<file path="config.mk">
export PLATFORM = sky130hd
export DESIGN_NAME = infix_expression_evaluator
export DESIGN_NICKNAME = d
export VERILOG_FILES = /design/src/rtl/iee_pkg.sv /design/src/rtl/infix_expression_evaluator.sv /design/src/rtl/iee_divider.sv /design/src/rtl/iee_datapath.sv /design/src/rtl/iee_controller.sv
export SDC_FILE = /design/constraint.sdc
export NUM_CORES = 2
export LEC_CHECK = 0
export ABC_AREA = 0
export BUFFER_PORTS_ARGS = -buffer_cell sky130_fd_sc_hd__buf_2
export CAP_MARGIN = 15
export CORE_ASPECT_RATIO = 2
export CORE_MARGIN = 2
export CORE_UTILIZATION = 65
export DETAILED_ROUTE_END_ITERATION = 10
export PLACE_DENSITY = 0.85
export SYNTH_ARGS = -nofsm -noshare
export SYNTH_HDL_FRONTEND = slang
export SYNTH_SLANG_ARGS = --single-unit
</file>
<file path="constraint.sdc">
create_clock -name i_clk -period 10.4 [get_ports i_clk]
set_input_delay 0.52 -clock i_clk [delete_from_list [all_inputs] [get_ports i_clk]]
set_output_delay 0.52 -clock i_clk [all_outputs]
set_load 0.02 [all_outputs]
</file>
<file path="src/rtl/iee_pkg.sv">
// Package: shared constants, types and codes for the infix expression evaluator.
package iee_pkg;

    localparam int STACK_DEPTH = 32;
    localparam int VALUE_WIDTH = 32;
    localparam int SP_W        = $clog2(STACK_DEPTH);
    localparam int CNT_W       = $clog2(STACK_DEPTH + 1);
    localparam int DIV_CNT_W   = $clog2(VALUE_WIDTH + 1);

    typedef logic [VALUE_WIDTH-1:0] t_value;
    typedef logic [CNT_W-1:0]       t_count;

    typedef enum logic [2:0] {
        OPC_ADD    = 3'd0,
        OPC_SUB    = 3'd1,
        OPC_MUL    = 3'd2,
        OPC_DIV    = 3'd3,
        OPC_LPAREN = 3'd4
    } t_opc;

    typedef enum logic [1:0] {
        ST_OK        = 2'd0,
        ST_DIVZERO   = 2'd1,
        ST_OVERFLOW  = 2'd2,
        ST_MALFORMED = 2'd3
    } t_status;

    // Character classes.
    typedef enum logic [2:0] {
        CC_DIGIT,
        CC_LPAREN,
        CC_RPAREN,
        CC_OPER,
        CC_OTHER
    } t_cclass;

    typedef enum logic [3:0] {
        S_IDLE,
        S_FLUSH,
        S_DISPATCH,
        S_TOPREAD,
        S_TOPCHK,
        S_POP_B,
        S_POP_A,
        S_EXEC,
        S_DIVWAIT,
        S_PUSHOP,
        S_FINAL,
        S_RES_READ,
        S_OUT
    } t_state;

    // Controller -> datapath commands.
    typedef struct packed {
        logic   load_char;
        logic   acc_digit;
        logic   flush;
        logic   read_top_op;
        logic   pop_op;
        logic   pop_b;
        logic   pop_a;
        logic   exec;
        logic   push_cur_op;
        logic   read_result;
        logic   set_err;
        t_status err_code;
        logic   clear;
    } t_cmd;

    // Datapath -> controller status.
    typedef struct packed {
        t_cclass cclass;
        t_opc    cur_op;
        logic    last;
        t_status err;
        t_count  opd_cnt;
        t_count  opr_cnt;
        t_opc    top_op;
        logic    div_busy;
        logic    div_done;
    } t_sts;

    function automatic logic [1:0] prec(input t_opc op);
        logic [1:0] p;
        p = 2'd0;
        if (op == OPC_MUL || op == OPC_DIV) p = 2'd2;
        else if (op == OPC_ADD || op == OPC_SUB) p = 2'd1;
        return p;
    endfunction

endpackage

</file>
<file path="src/rtl/infix_expression_evaluator.sv">
// Top level: infix expression evaluator with valid/ready character input and result output.
// Takes one ASCII character word per handshake and evaluates the expression with an
// operand stack and an operator stack held in small memories. A digit is accumulated
// into the current number; an operator or ')' first reduces the operator stack as
// precedence or the matching '(' demands, and a division waits for the bit-serial
// divider. The word marked last drains both stacks, then one result word (value,
// status) is offered until taken; the block clears its stacks as the word is taken and
// then accepts the next expression.
// Status: 0 ok, 1 divide by zero, 2 stack overflow, 3 malformed; value is 0 on error.
module infix_expression_evaluator (
    input  logic        i_clk,
    input  logic        i_rst_n,
    input  logic        i_valid,
    output logic        o_ready,
    input  logic [7:0]  i_character,
    input  logic        i_last_char,
    output logic        o_valid,
    input  logic        i_ready,
    output logic [31:0] o_value,
    output logic [1:0]  o_status
);
    import iee_pkg::*;

    t_cmd    w_cmd;
    t_sts    w_sts;
    t_value  w_result;

    iee_controller u_ctrl (
        .i_clk       (i_clk),
        .i_rst_n     (i_rst_n),
        .i_in_valid  (i_valid),
        .o_in_ready  (o_ready),
        .o_out_valid (o_valid),
        .i_out_ready (i_ready),
        .i_sts       (w_sts),
        .o_cmd       (w_cmd)
    );

    iee_datapath u_dp (
        .i_clk       (i_clk),
        .i_rst_n     (i_rst_n),
        .i_cmd       (w_cmd),
        .i_character (i_character),
        .i_last_char (i_last_char),
        .o_sts       (w_sts),
        .o_result    (w_result)
    );

    // Result word comes straight from the datapath, held until the stacks clear.
    assign o_value  = 32'(signed'(w_result));
    assign o_status = w_sts.err;

    a_handshake_excl: assert property (@(posedge i_clk) disable iff (!i_rst_n)
        !(o_ready && o_valid)) else $error("input and output both open");
    a_value_zero_on_err: assert property (@(posedge i_clk) disable iff (!i_rst_n)
        o_valid && o_status != ST_OK |-> o_value == '0) else $error("value nonzero on error");
    a_out_hold: assert property (@(posedge i_clk) disable iff (!i_rst_n)
        o_valid && !i_ready |=> o_valid && $stable(o_value)) else $error("result word dropped");
endmodule

</file>
<file path="src/rtl/iee_divider.sv">
// Iterative restoring divider on magnitudes, one quotient bit per cycle.
module iee_divider (
    input  logic                 i_clk,
    input  logic                 i_rst_n,
    input  logic                 i_start,
    input  iee_pkg::t_value      i_a,
    input  iee_pkg::t_value      i_b,
    output logic                 o_busy,
    output logic                 o_done,
    output iee_pkg::t_value      o_q
);
    import iee_pkg::*;

    logic [DIV_CNT_W-1:0] r_cnt;
    t_value               r_quo;
    t_value               r_rem;
    t_value               r_den;
    logic                 r_neg;
    logic                 r_busy;
    logic                 r_done;
    logic [VALUE_WIDTH:0] w_trial;
    t_value               w_sh;

    assign w_sh    = {r_rem[VALUE_WIDTH-2:0], r_quo[VALUE_WIDTH-1]};
    assign w_trial = {r_rem, r_quo[VALUE_WIDTH-1]} - {1'b0, r_den};

    always_ff @(posedge i_clk) begin
        if (!i_rst_n) begin
            r_busy <= 1'b0;
            r_done <= 1'b0;
            r_cnt  <= '0;
        end else begin
            r_done <= 1'b0;
            if (i_start) begin
                r_busy <= 1'b1;
                r_cnt  <= DIV_CNT_W'(VALUE_WIDTH);
                r_quo  <= i_a[VALUE_WIDTH-1] ? t_value'(-i_a) : i_a;
                r_den  <= i_b[VALUE_WIDTH-1] ? t_value'(-i_b) : i_b;
                r_rem  <= '0;
                r_neg  <= i_a[VALUE_WIDTH-1] ^ i_b[VALUE_WIDTH-1];
            end else if (r_busy) begin
                if (!w_trial[VALUE_WIDTH]) begin
                    r_rem <= w_trial[VALUE_WIDTH-1:0];
                    r_quo <= {r_quo[VALUE_WIDTH-2:0], 1'b1};
                end else begin
                    r_rem <= w_sh;
                    r_quo <= {r_quo[VALUE_WIDTH-2:0], 1'b0};
                end
                r_cnt <= r_cnt - 1'b1;
                if (r_cnt == DIV_CNT_W'(1)) begin
                    r_busy <= 1'b0;
                    r_done <= 1'b1;
                end
            end
        end
    end

    assign o_busy = r_busy;
    assign o_done = r_done;
    assign o_q    = r_neg ? t_value'(-r_quo) : r_quo;
endmodule

</file>
<file path="src/rtl/iee_datapath.sv">
// Datapath: character decode, number builder, both stacks, ALU and error register.
module iee_datapath (
    input  logic             i_clk,
    input  logic             i_rst_n,
    input  iee_pkg::t_cmd    i_cmd,
    input  logic [7:0]       i_character,
    input  logic             i_last_char,
    output iee_pkg::t_sts    o_sts,
    output iee_pkg::t_value  o_result
);
    import iee_pkg::*;

    t_value     r_opd_mem [STACK_DEPTH];
    logic [2:0] r_opr_mem [STACK_DEPTH];
    t_count     r_opd_cnt;
    t_count     r_opr_cnt;
    t_value     r_acc;
    logic       r_pend;
    t_status    r_err;
    logic [7:0] r_char;
    logic       r_last;
    t_opc       r_top;
    t_value     r_b;
    t_value     r_rd;
    logic       r_div_pend;

    t_cclass    w_cc;
    t_opc       w_op;
    t_value     w_alu;
    logic       w_div_start;
    logic       w_div_busy;
    logic       w_div_done;
    t_value     w_q;
    logic       w_push_val;
    t_value     w_push_data;

    always_comb begin
        w_op = OPC_ADD;
        w_cc = CC_OTHER;
        if (r_char >= 8'h30 && r_char <= 8'h39) w_cc = CC_DIGIT;
        else if (r_char == 8'h28) w_cc = CC_LPAREN;
        else if (r_char == 8'h29) w_cc = CC_RPAREN;
        else if (r_char == 8'h2B) begin w_cc = CC_OPER; w_op = OPC_ADD; end
        else if (r_char == 8'h2D) begin w_cc = CC_OPER; w_op = OPC_SUB; end
        else if (r_char == 8'h2A) begin w_cc = CC_OPER; w_op = OPC_MUL; end
        else if (r_char == 8'h2F) begin w_cc = CC_OPER; w_op = OPC_DIV; end
    end

    // Left operand sits in r_rd during exec.
    always_comb begin
        unique case (r_top)
            OPC_ADD: w_alu = r_rd + r_b;
            OPC_SUB: w_alu = r_rd - r_b;
            OPC_MUL: w_alu = t_value'(r_rd * r_b);
            default: w_alu = '0;
        endcase
    end

    assign w_div_start = i_cmd.exec && r_top == OPC_DIV && r_b != '0 && r_err == ST_OK;

    iee_divider u_div (
        .i_clk   (i_clk),
        .i_rst_n (i_rst_n),
        .i_start (w_div_start),
        .i_a     (r_rd),
        .i_b     (r_b),
        .o_busy  (w_div_busy),
        .o_done  (w_div_done),
        .o_q     (w_q)
    );

    // One operand push source: flushed number, ALU result or quotient.
    always_comb begin
        w_push_val  = 1'b0;
        w_push_data = w_alu;
        if (i_cmd.flush && r_pend) begin
            w_push_val  = 1'b1;
            w_push_data = r_acc;
        end else if (i_cmd.exec && r_top != OPC_DIV) begin
            w_push_val = 1'b1;
        end else if (w_div_done && r_div_pend) begin
            w_push_val  = 1'b1;
            w_push_data = w_q;
        end
    end

    always_ff @(posedge i_clk) begin
        if (w_push_val && r_err == ST_OK && r_opd_cnt < t_count'(STACK_DEPTH))
            r_opd_mem[r_opd_cnt[SP_W-1:0]] <= w_push_data;
        if (i_cmd.push_cur_op && r_err == ST_OK && r_opr_cnt < t_count'(STACK_DEPTH))
            r_opr_mem[r_opr_cnt[SP_W-1:0]] <= (w_cc == CC_LPAREN) ? OPC_LPAREN : w_op;
        if (i_cmd.read_top_op)
            r_top <= t_opc'(r_opr_mem[r_opr_cnt[SP_W-1:0] - 1'b1]);
        if (i_cmd.pop_b || i_cmd.pop_a || i_cmd.read_result)
            r_rd <= r_opd_mem[i_cmd.read_result ? '0 : r_opd_cnt[SP_W-1:0] - 1'b1];
    end

    always_ff @(posedge i_clk) begin
        if (i_cmd.load_char) begin
            r_char <= i_character;
            r_last <= i_last_char;
        end
        if (i_cmd.pop_a) r_b <= r_rd;
    end

    always_ff @(posedge i_clk) begin
        if (!i_rst_n || i_cmd.clear) begin
            r_opd_cnt  <= '0;
            r_opr_cnt  <= '0;
            r_acc      <= '0;
            r_pend     <= 1'b0;
            r_err      <= ST_OK;
            r_div_pend <= 1'b0;
        end else begin
            if (i_cmd.acc_digit) begin
                r_acc  <= t_value'(r_acc * VALUE_WIDTH'(10) + t_value'(r_char - 8'h30));
                r_pend <= 1'b1;
            end
            if (i_cmd.flush) begin
                r_acc  <= '0;
                r_pend <= 1'b0;
            end
            if (i_cmd.pop_op && r_opr_cnt != '0) r_opr_cnt <= r_opr_cnt - 1'b1;
            if (i_cmd.pop_b || i_cmd.pop_a) r_opd_cnt <= r_opd_cnt - 1'b1;
            if (i_cmd.push_cur_op && r_err == ST_OK) begin
                if (r_opr_cnt < t_count'(STACK_DEPTH)) r_opr_cnt <= r_opr_cnt + 1'b1;
                else r_err <= ST_OVERFLOW;
            end
            if (w_push_val && r_err == ST_OK) begin
                if (r_opd_cnt < t_count'(STACK_DEPTH)) r_opd_cnt <= r_opd_cnt + 1'b1;
                else r_err <= ST_OVERFLOW;
            end
            if (i_cmd.exec && r_top == OPC_DIV) begin
                if (r_b == '0) r_err <= ST_DIVZERO;
                else r_div_pend <= 1'b1;
            end
            if (w_div_done) r_div_pend <= 1'b0;
            if (i_cmd.set_err && r_err == ST_OK) r_err <= i_cmd.err_code;
        end
    end

    assign o_sts.cclass   = w_cc;
    assign o_sts.cur_op   = w_op;
    assign o_sts.last     = r_last;
    assign o_sts.err      = r_err;
    assign o_sts.opd_cnt  = r_opd_cnt;
    assign o_sts.opr_cnt  = r_opr_cnt;
    assign o_sts.top_op   = r_top;
    assign o_sts.div_busy = w_div_busy || w_div_start;
    assign o_sts.div_done = w_div_done;
    // Bottom operand, held in r_rd from the result read until the stacks clear.
    assign o_result       = (r_err == ST_OK) ? r_rd : '0;
endmodule

</file>
<file path="src/rtl/iee_controller.sv">
// Controller: sequences character handling, reductions and the final result.
module iee_controller (
    input  logic            i_clk,
    input  logic            i_rst_n,
    input  logic            i_in_valid,
    output logic            o_in_ready,
    output logic            o_out_valid,
    input  logic            i_out_ready,
    input  iee_pkg::t_sts   i_sts,
    output iee_pkg::t_cmd   o_cmd
);
    import iee_pkg::*;

    t_state r_state;
    t_state n_state;
    logic   r_final;
    logic   n_final;
    logic   w_ok;
    logic   w_more;

    assign w_ok = (i_sts.err == ST_OK);

    // Whether the top operator should be reduced before going on.
    always_comb begin
        if (r_final) w_more = 1'b1;
        else if (i_sts.cclass == CC_RPAREN) w_more = (i_sts.top_op != OPC_LPAREN);
        else w_more = (prec(i_sts.top_op) >= prec(i_sts.cur_op));
    end

    always_ff @(posedge i_clk) begin
        if (!i_rst_n) begin
            r_state <= S_IDLE;
            r_final <= 1'b0;
        end else begin
            r_state <= n_state;
            r_final <= n_final;
        end
    end

    always_comb begin
        n_state = r_state;
        n_final = r_final;
        unique case (r_state)
            S_IDLE: if (i_in_valid) begin
                n_state = S_DISPATCH;
                n_final = 1'b0;
            end
            S_DISPATCH: begin
                if (!w_ok || i_sts.cclass == CC_DIGIT || i_sts.cclass == CC_OTHER
                        && !i_sts.last)
                    n_state = i_sts.last ? S_FLUSH : S_IDLE;
                else if (i_sts.cclass == CC_OTHER)
                    n_state = S_FLUSH;
                else if (i_sts.cclass == CC_LPAREN)
                    n_state = S_PUSHOP;
                else
                    n_state = S_TOPREAD;
                if (w_ok && i_sts.cclass == CC_DIGIT && i_sts.last) n_state = S_FLUSH;
                if (!w_ok) n_state = i_sts.last ? S_FINAL : S_IDLE;
            end
            S_FLUSH: begin
                n_final = 1'b1;
                n_state = S_TOPREAD;
            end
            S_TOPREAD: begin
                if (!w_ok || i_sts.opr_cnt == '0) n_state = S_PUSHOP;
                else n_state = S_TOPCHK;
            end
            S_TOPCHK: begin
                // A ')' that meets its '(' is done here.
                if (!w_more && i_sts.cclass == CC_RPAREN)
                    n_state = i_sts.last ? S_FLUSH : S_IDLE;
                else if (!w_more) n_state = S_PUSHOP;
                else if (i_sts.top_op == OPC_LPAREN || i_sts.opd_cnt < t_count'(2))
                    n_state = S_PUSHOP;
                else n_state = S_POP_B;
            end
            S_POP_B:   n_state = S_POP_A;
            S_POP_A:   n_state = S_EXEC;
            S_EXEC:    n_state = (i_sts.top_op == OPC_DIV) ? S_DIVWAIT : S_TOPREAD;
            S_DIVWAIT: if (!i_sts.div_busy) n_state = S_TOPREAD;
            S_PUSHOP:  n_state = r_final ? S_FINAL : (i_sts.last ? S_FLUSH : S_IDLE);
            S_FINAL:   n_state = S_RES_READ;
            S_RES_READ: n_state = S_OUT;
            S_OUT: if (i_out_ready) n_state = S_IDLE;
            default: n_state = S_IDLE;
        endcase
    end

    always_comb begin
        o_cmd          = '0;
        o_cmd.err_code = ST_OK;
        o_in_ready     = 1'b0;
        o_out_valid    = 1'b0;
        unique case (r_state)
            S_IDLE: begin
                o_in_ready     = 1'b1;
                o_cmd.load_char = i_in_valid;
            end
            S_DISPATCH: begin
                if (w_ok && i_sts.cclass == CC_DIGIT) o_cmd.acc_digit = 1'b1;
                else if (w_ok) o_cmd.flush = 1'b1;
            end
            S_FLUSH: o_cmd.flush = w_ok;
            S_TOPREAD: o_cmd.read_top_op = 1'b1;
            S_TOPCHK: begin
                if (w_more) begin
                    o_cmd.pop_op = 1'b1;
                    if (i_sts.top_op == OPC_LPAREN && (r_final || i_sts.cclass != CC_RPAREN)
                            || i_sts.opd_cnt < t_count'(2)) begin
                        o_cmd.set_err  = 1'b1;
                        o_cmd.err_code = ST_MALFORMED;
                    end else begin
                        o_cmd.pop_b = 1'b1;
                    end
                end else if (i_sts.cclass == CC_RPAREN) begin
                    // Matching '(' consumed; no push follows.
                    o_cmd.pop_op = 1'b1;
                end
            end
            S_POP_A: o_cmd.pop_a = 1'b1;
            S_EXEC:  o_cmd.exec  = 1'b1;
            S_PUSHOP: begin
                if (w_ok && !r_final) begin
                    if (i_sts.cclass == CC_RPAREN) begin
                        if (i_sts.opr_cnt == '0) begin
                            o_cmd.set_err  = 1'b1;
                            o_cmd.err_code = ST_MALFORMED;
                        end
                    end else begin
                        o_cmd.push_cur_op = 1'b1;
                    end
                end
            end
            S_FINAL: begin
                if (w_ok && (i_sts.opr_cnt != '0 || i_sts.opd_cnt != t_count'(1))) begin
                    o_cmd.set_err  = 1'b1;
                    o_cmd.err_code = ST_MALFORMED;
                end
            end
            S_RES_READ: o_cmd.read_result = 1'b1;
            S_OUT: begin
                o_out_valid = 1'b1;
                // Stacks clear as the result word is taken.
                o_cmd.clear = i_out_ready;
            end
            default: ;
        endcase
    end
endmodule

</file>
Yosys cells after proc, flatten, opt, wreduce, memory -nomap -nowiden
Memories as Yosys holds them, arrays and structs flattened. A register that Yosys moved wholly into a read port is not among the register bits. Index checks and enable logic that the tools add are counted.

RAM bits: 1120. Output and inout port bits: 36. Input port bits: 13. Memories kept: 2. Flip-flop bits (word level): 199. Word-level logic and storage cells: 257.

Muxes and demuxes: 112. Reductions and logical operators: 60. Bitwise operators: 4. Magnitude comparators: 6. Equality and inequality tests: 36. $add $sub $neg: 15. Multiply operators: 2.

Memory list: u_dp.r_opd_mem (words 32, bits a word 32, rd ports 1, clocked after memory_dff 1, write ports 1, line iee_datapath.sv:13) `t_value r_opd_mem [STACK_DEPTH];`; u_dp.r_opr_mem (words 32, bits a word 3, rd ports 1, clocked after memory_dff 1, write ports 1, line iee_datapath.sv:14) `logic [2:0] r_opr_mem [STACK_DEPTH];`.

Operator list (number): $mux 32 (10); $neg 32->32 (3); $pmux 32 s3 (1); $add 32x32->32 (2); $mux 3 (20); $mux 4 (15); $pmux 4 s13 (1); $eq 8x6->1 const B (6); $mux 6 (8); $mux 1 (37); $sub 33x32->33 (1); $logic_not 32->1 (1); $mul 32x3->31 const B (1); $mul 32x32->32 (1); $reduce_bool 32->1 (1); $sub 32x32->32 (1); $mux 31 (1); $mux 2 (15); $eq 4x4->1 const B (5); $logic_and 1x1->1 (20); $sub 6x1->6 const B (3); $eq 4x3->1 const B (4); $eq 3x2->1 const B (5); $logic_or 1x1->1 (15); other kinds (33) (58).

Longest topological paths before layout
Depth in word-level cells: 23. Mapped depth: 28. Gate-level depth less buffers: 26.

Hierarchy
From an unflattened synthesis, not the netlist that was laid out.

Cells, all modules: 6115. Area, all modules: 78555.3 sq um.

Modules (own cells, without submodules): iee_datapath (times used 1, sequential area each 36875.4 sq um, cells an instance 5165, area an instance 70019.7 sq um); iee_divider (times used 1, sequential area each 3072.9 sq um, cells an instance 829, area an instance 7752.4 sq um); iee_controller (times used 1, sequential area each 100.1 sq um, cells an instance 121, area an instance 783.3 sq um).

Worst setup path after synthesis
Ideal clock, no wire load.

Kind: register to register. Start point: register u_dp.r_b[5]. End point: memory u_dp.r_opd_mem[0][27] (netlist name) (data pin). Data arrival time: 8.089 ns. Stages on the path, launching flop included: 25. Clock period less this slack: 8.543 ns. Slack: 1.857 ns. Buffers on the path: 2. Cells stage by stage: edfxtp_1 clkbuf_1 clkbuf_1 and2_1 fa_1 fa_1 fa_1 inv_1 fa_1 inv_1 fa_1 inv_1 fa_1 inv_1 fa_1 fa_1 ha_1 a2111oi_0 o32ai_1 a311oi_1 o21bai_1 xnor2_1 o221ai_1 o21ai_0 o21ai_0.

Cells in the longest elaborated chain, start to end: 5. Elaborated cells between the ends (all ways): 7. Those cells by class: add/sub: 2; mul: 1; mux: 4.

Ends and longest elaborated chain: start, declared (line iee_datapath.sv:23) `t_value r_b;`; start signal, assigned (line iee_datapath.sv:103) `if (i_cmd.pop_a) r_b <= r_rd;`; $mul 32x32->32, or another cell as far along (line iee_datapath.sv:54) `OPC_MUL: w_alu = t_value'(r_rd * r_b);`; $pmux 32 s3 (*) (line iee_datapath.sv:51) `unique case (r_top)`; $mux 32 (line iee_datapath.sv:81) `end else if (w_div_done && r_div_pend) begin`; $mux 32 (*) (line iee_datapath.sv:79) `end else if (i_cmd.exec && r_top != OPC_DIV) begin`; $mux 32 (*) (line iee_datapath.sv:76) `if (i_cmd.flush && r_pend) begin`; via u_dp.w_push_data[27] (line iee_datapath.sv:35) `t_value w_push_data;`; end, declared (line iee_datapath.sv:13).

Mark *: on every way through the listed nets, which the timed path passes. The rest lies on a longest branch.

Final worst setup path
Start point: register u_dp.r_b[3]. End point: memory u_dp.r_opd_mem[31][27] (netlist name) (data pin).

Same word-level chain as after synthesis.

==> impl_results.md <==
* Setup-failing EPs final at 0
* Final worst setup slack at 1248 ps
* Period minus WS final at 9152 ps
* Relative slew slack at 0.1512
* Num Clock Sinks at 1,354
* DRC at 2
* Initial antenna violation count at 9
* Multi-input gate area at 0.03654 sq mm
* Max clock buf depth at 3
* Cell-internal power at 0.008150 W
* CP Capture Type: flip-flop
* Synthesized flop and latch total at 1,354
* Largest net degree at the start of global routing at 232
* Row Count at 181
* Wire per inst at 27.65 um
* Cts bufs inserted at 107
* Req. time, crit path at 10,920 ps
* Post-synth net total at 7,497
* Postcts setup bufs at 0
* Synth top area share at 0.4881
* Hold_sp: i_character[1]
* PwrDens at 120.9 mW/mm^2
* Placer congestion estimate at 0.9976
* Total global routing track utilization at 0.3701
* FF-to-FF End: u_dp.r_opd_mem[31][27]
* Final Hold Vio Count at 0
* Syn_area_per_cell at 11.73 sq um
* Vias in the first global route at 58.41k
* Die width at 251.4 um
* First drt pass iteration count at 11
* Ys flop type: edfxtp_1
* Ys Warns at 0
* RSZ-0062 raised after global routing: false
* Fin crit share at 0.8800
* Setup Skew at 38.07 ps
* Core Box Area at 0.1216 sq mm
* Clk slew on worst S/H paths at 70 ps
* Largest cells by area after synthesis: edfxtp_1 (49%), fa_1 (10%), ha_1 (4.6%), and2_1 (3.7%), nand2_1 (3.5%)
* Peak supply drop at 0.1596 mV
* Post-Route WL at 229,400 um
* Most numerous cell in the Yosys netlist: edfxtp_1
* Failing checks: DRC
* Fin nets at 7,363
* Starting density of the core at 0.6540
* Async S/R FF share, synth at 0
* Net switching power at 0.002160 W
* Crit path kind: reg -> reg
* FILL cells at 8,065
* Ports at 49
* Setup TNS at 0 ps
* PortBufs at 48
* Synthesized area at 0.07954 sq mm
* Area Overhead vs Synth at 7.175%
* Reg area at 0.04005 sq mm
* Post-CTS sizing at 0
* Worst Hold Depth at 1
* Dominant cell type by area after synthesis: edfxtp_1
* Power Total at 0.01031 W
* Worst setup SP type: flip-flop
* Worst slack at placement at 1677 ps
* Number of flops mapped to enable cells by yosys at 1,293
* Global-route wire length before repair at 344,200 um
* CP Max Fanout at 32
* Hold Path Class: in -> reg
* Max Fclk at 109.3 MHz
* Outcome: complete, but fails checks
* Sequential share of power at 0.575
* DR iter-0 viols at 6,310
* TritonCTS clock tree: done
* Post-DP HPWL at 150,000 um
* Layout cells sized above 1 at 0.08771
* R2R setup slack at 1250 ps
* Sequential share of the synthesized area at 0.5035
* Worst EP arrival at 9670 ps
* Reg2reg start: u_dp.r_b[3]
* Number of distinct library cells after synthesis at 85
* Max-cap check violation count at 0
* Clock Power Share at 0.400
* WHS Endpoint: u_dp.r_char[1]
* Via density at 6.774
* Pleak at 32.07 nW
* Antenna Violating Nets Remaining at 0
* Vias post-DR at 56.21k
* Die H at 498.7 um
* Syn Inst Count at 6,782
* Clk root buf: clkbuf_16
* CTS Hold Bufs at 2
* Die ar. at 0.1254 sq mm
* Sw Share at 0.2095
* Gate power share at 0.025
* Insertion delay to the later sink of the worst-skew pair at 750 ps
* Synth top cells by count: edfxtp_1 (1,293), nand2_1 (734), and2_1 (471)
* Remaining Overflow, GRT at 0
* H-tree levels at 3
* Final Slew Violations at 0
* FF-to-FF path depth at 25
* Slew @ Worst Pin at 1273 ps
## cells in the final DEF (no fill, tap or decap), types with 76 or more instances in the layout
cell | synthesis | routed
edfxtp_1 | 1293 | 1293
nor2_1 | 261 | 217
a31oi_1 | 148 | 146
inv_1 | 467 | 466
a21oi_1 | 159 | 157
mux4_2 | 94 | 94
and2_1 | 471 | 470
o211ai_1 | 140 | 140
xnor2_1 | 187 | 187
ha_1 | 290 | 290
o21ai_0 | 396 | 383
nand2_1 | 734 | 731
buf_4 | 4 | 124
clkbuf_16 | 0 | 110
a21o_1 | 76 | 76
fa_1 | 412 | 412
xor2_1 | 125 | 125
a211oi_1 | 161 | 161
or3_1 | 286 | 286
## power by group through the flow
stage	Sequential, W	Combinational, W	Clock (W)
2_1_floorplan	0.00605	0.000162	0
3_3_place_gp	0.00605	0.000234	0
3_5_place_dp	0.00605	0.000241	0
4_1_cts	0.00593	0.000244	0.00414
5_1_grt	0.00593	0.000273	0.00432
6_report	0.00593	0.000253	0.00413
## metrics by stage
step	instance area [sq um]	cells	hold WS [ps]	utilization
after floorplan	79540	6782	416.8	-
after global placement	81530	8080	452.4	0.6704
after detailed placement	81530	8080	462.9	0.6704
after CTS	85030	8281	2.776	0.6992
after global routing	85240	8295	38.99	0.7009
final	85250	8297	27.98	0.7010
## cell families after synthesis
family	share of synthesized area
mux	0.03509
flops	0.5035
xor+xnor	0.03436
compound gates	0.1073
simple gates	0.1275
buf+inv	0.04294
fa+ha+maj	0.1493
## layer usage
layer  vias to the layer above  global-route usage  share of wire
met2                      3526              0.6391           0.51
li1                      23884                   -              -
met4                         8              0.2935          0.092
met5                         -                   0        0.00023
met1                     27585              0.3958           0.31
met3                      1203             0.07103          0.092
## worst max-delay path by stage
stage / from / endpoint / depth (start not counted)
floorplan: u_dp.r_b[5] / u_dp.r_opd_mem[0][27] / 24
finish: u_dp.r_b[3] / u_dp.r_opd_mem[31][27] / 25
detailed placement: u_dp.r_b[3] / u_dp.r_opd_mem[6][27] / 25
global placement: u_dp.r_b[3] / u_dp.r_opd_mem[8][27] / 25
global route: u_dp.r_b[3] / u_dp.r_opd_mem[30][27] / 25
CTS: u_dp.r_b[3] / u_dp.r_opd_mem[26][27] / 25
## area by class of cell
class,count,share of cell area
sequential,1354,0.4699
multi-input combinational,4528,0.4287
clock buffer,128,0.03295
tap,1555,0.02282
inverter,468,0.02067
timing repair buffer,189,0.01701
clock inverter,71,0.007926
antenna,4,0.0001174
## worst max-delay path: stages, from the launching register on
cell	delay [ps]
edfxtp_1	1170
buf_4	310
and2_1	170
fa_1	430
inv_1	80
fa_1	420
fa_1	470
fa_1	540
inv_1	50
fa_1	470
ha_1	310
fa_1	500
fa_1	430
ha_1	350
a21oi_1	190
o21bai_1	90
a2111oi_0	640
buf_4	220
o32ai_1	100
a311oi_1	820
o21bai_1	150
xnor2_1	160
o221ai_1	160
o21ai_0	160
o21ai_2	190
buf_4	320
## registers in the layout, indices dropped and copies added, names as in the netlist
signal             flops
u_dp.r_last            1
u_dp.r_char            8
u_dp.r_opd_cnt         6
u_dp.r_opd_mem      1024
u_dp.r_opr_mem        96
u_dp.u_div.r_rem      32
u_dp.r_acc            32
u_dp.u_div.o_busy      1
u_ctrl.r_state         4
u_dp.r_err             2
u_dp.u_div.r_den      32
u_ctrl.r_final         1
u_dp.u_div.r_neg       1
u_dp.r_opr_cnt         6
u_dp.r_rd             32
u_dp.u_div.r_quo      32
u_dp.r_b              32
u_dp.r_div_pend        1
u_dp.u_div.o_done      1
u_dp.r_pend            1
u_dp.r_top             3
u_dp.u_div.r_cnt       6
Power figures use the tool's default switching activity.
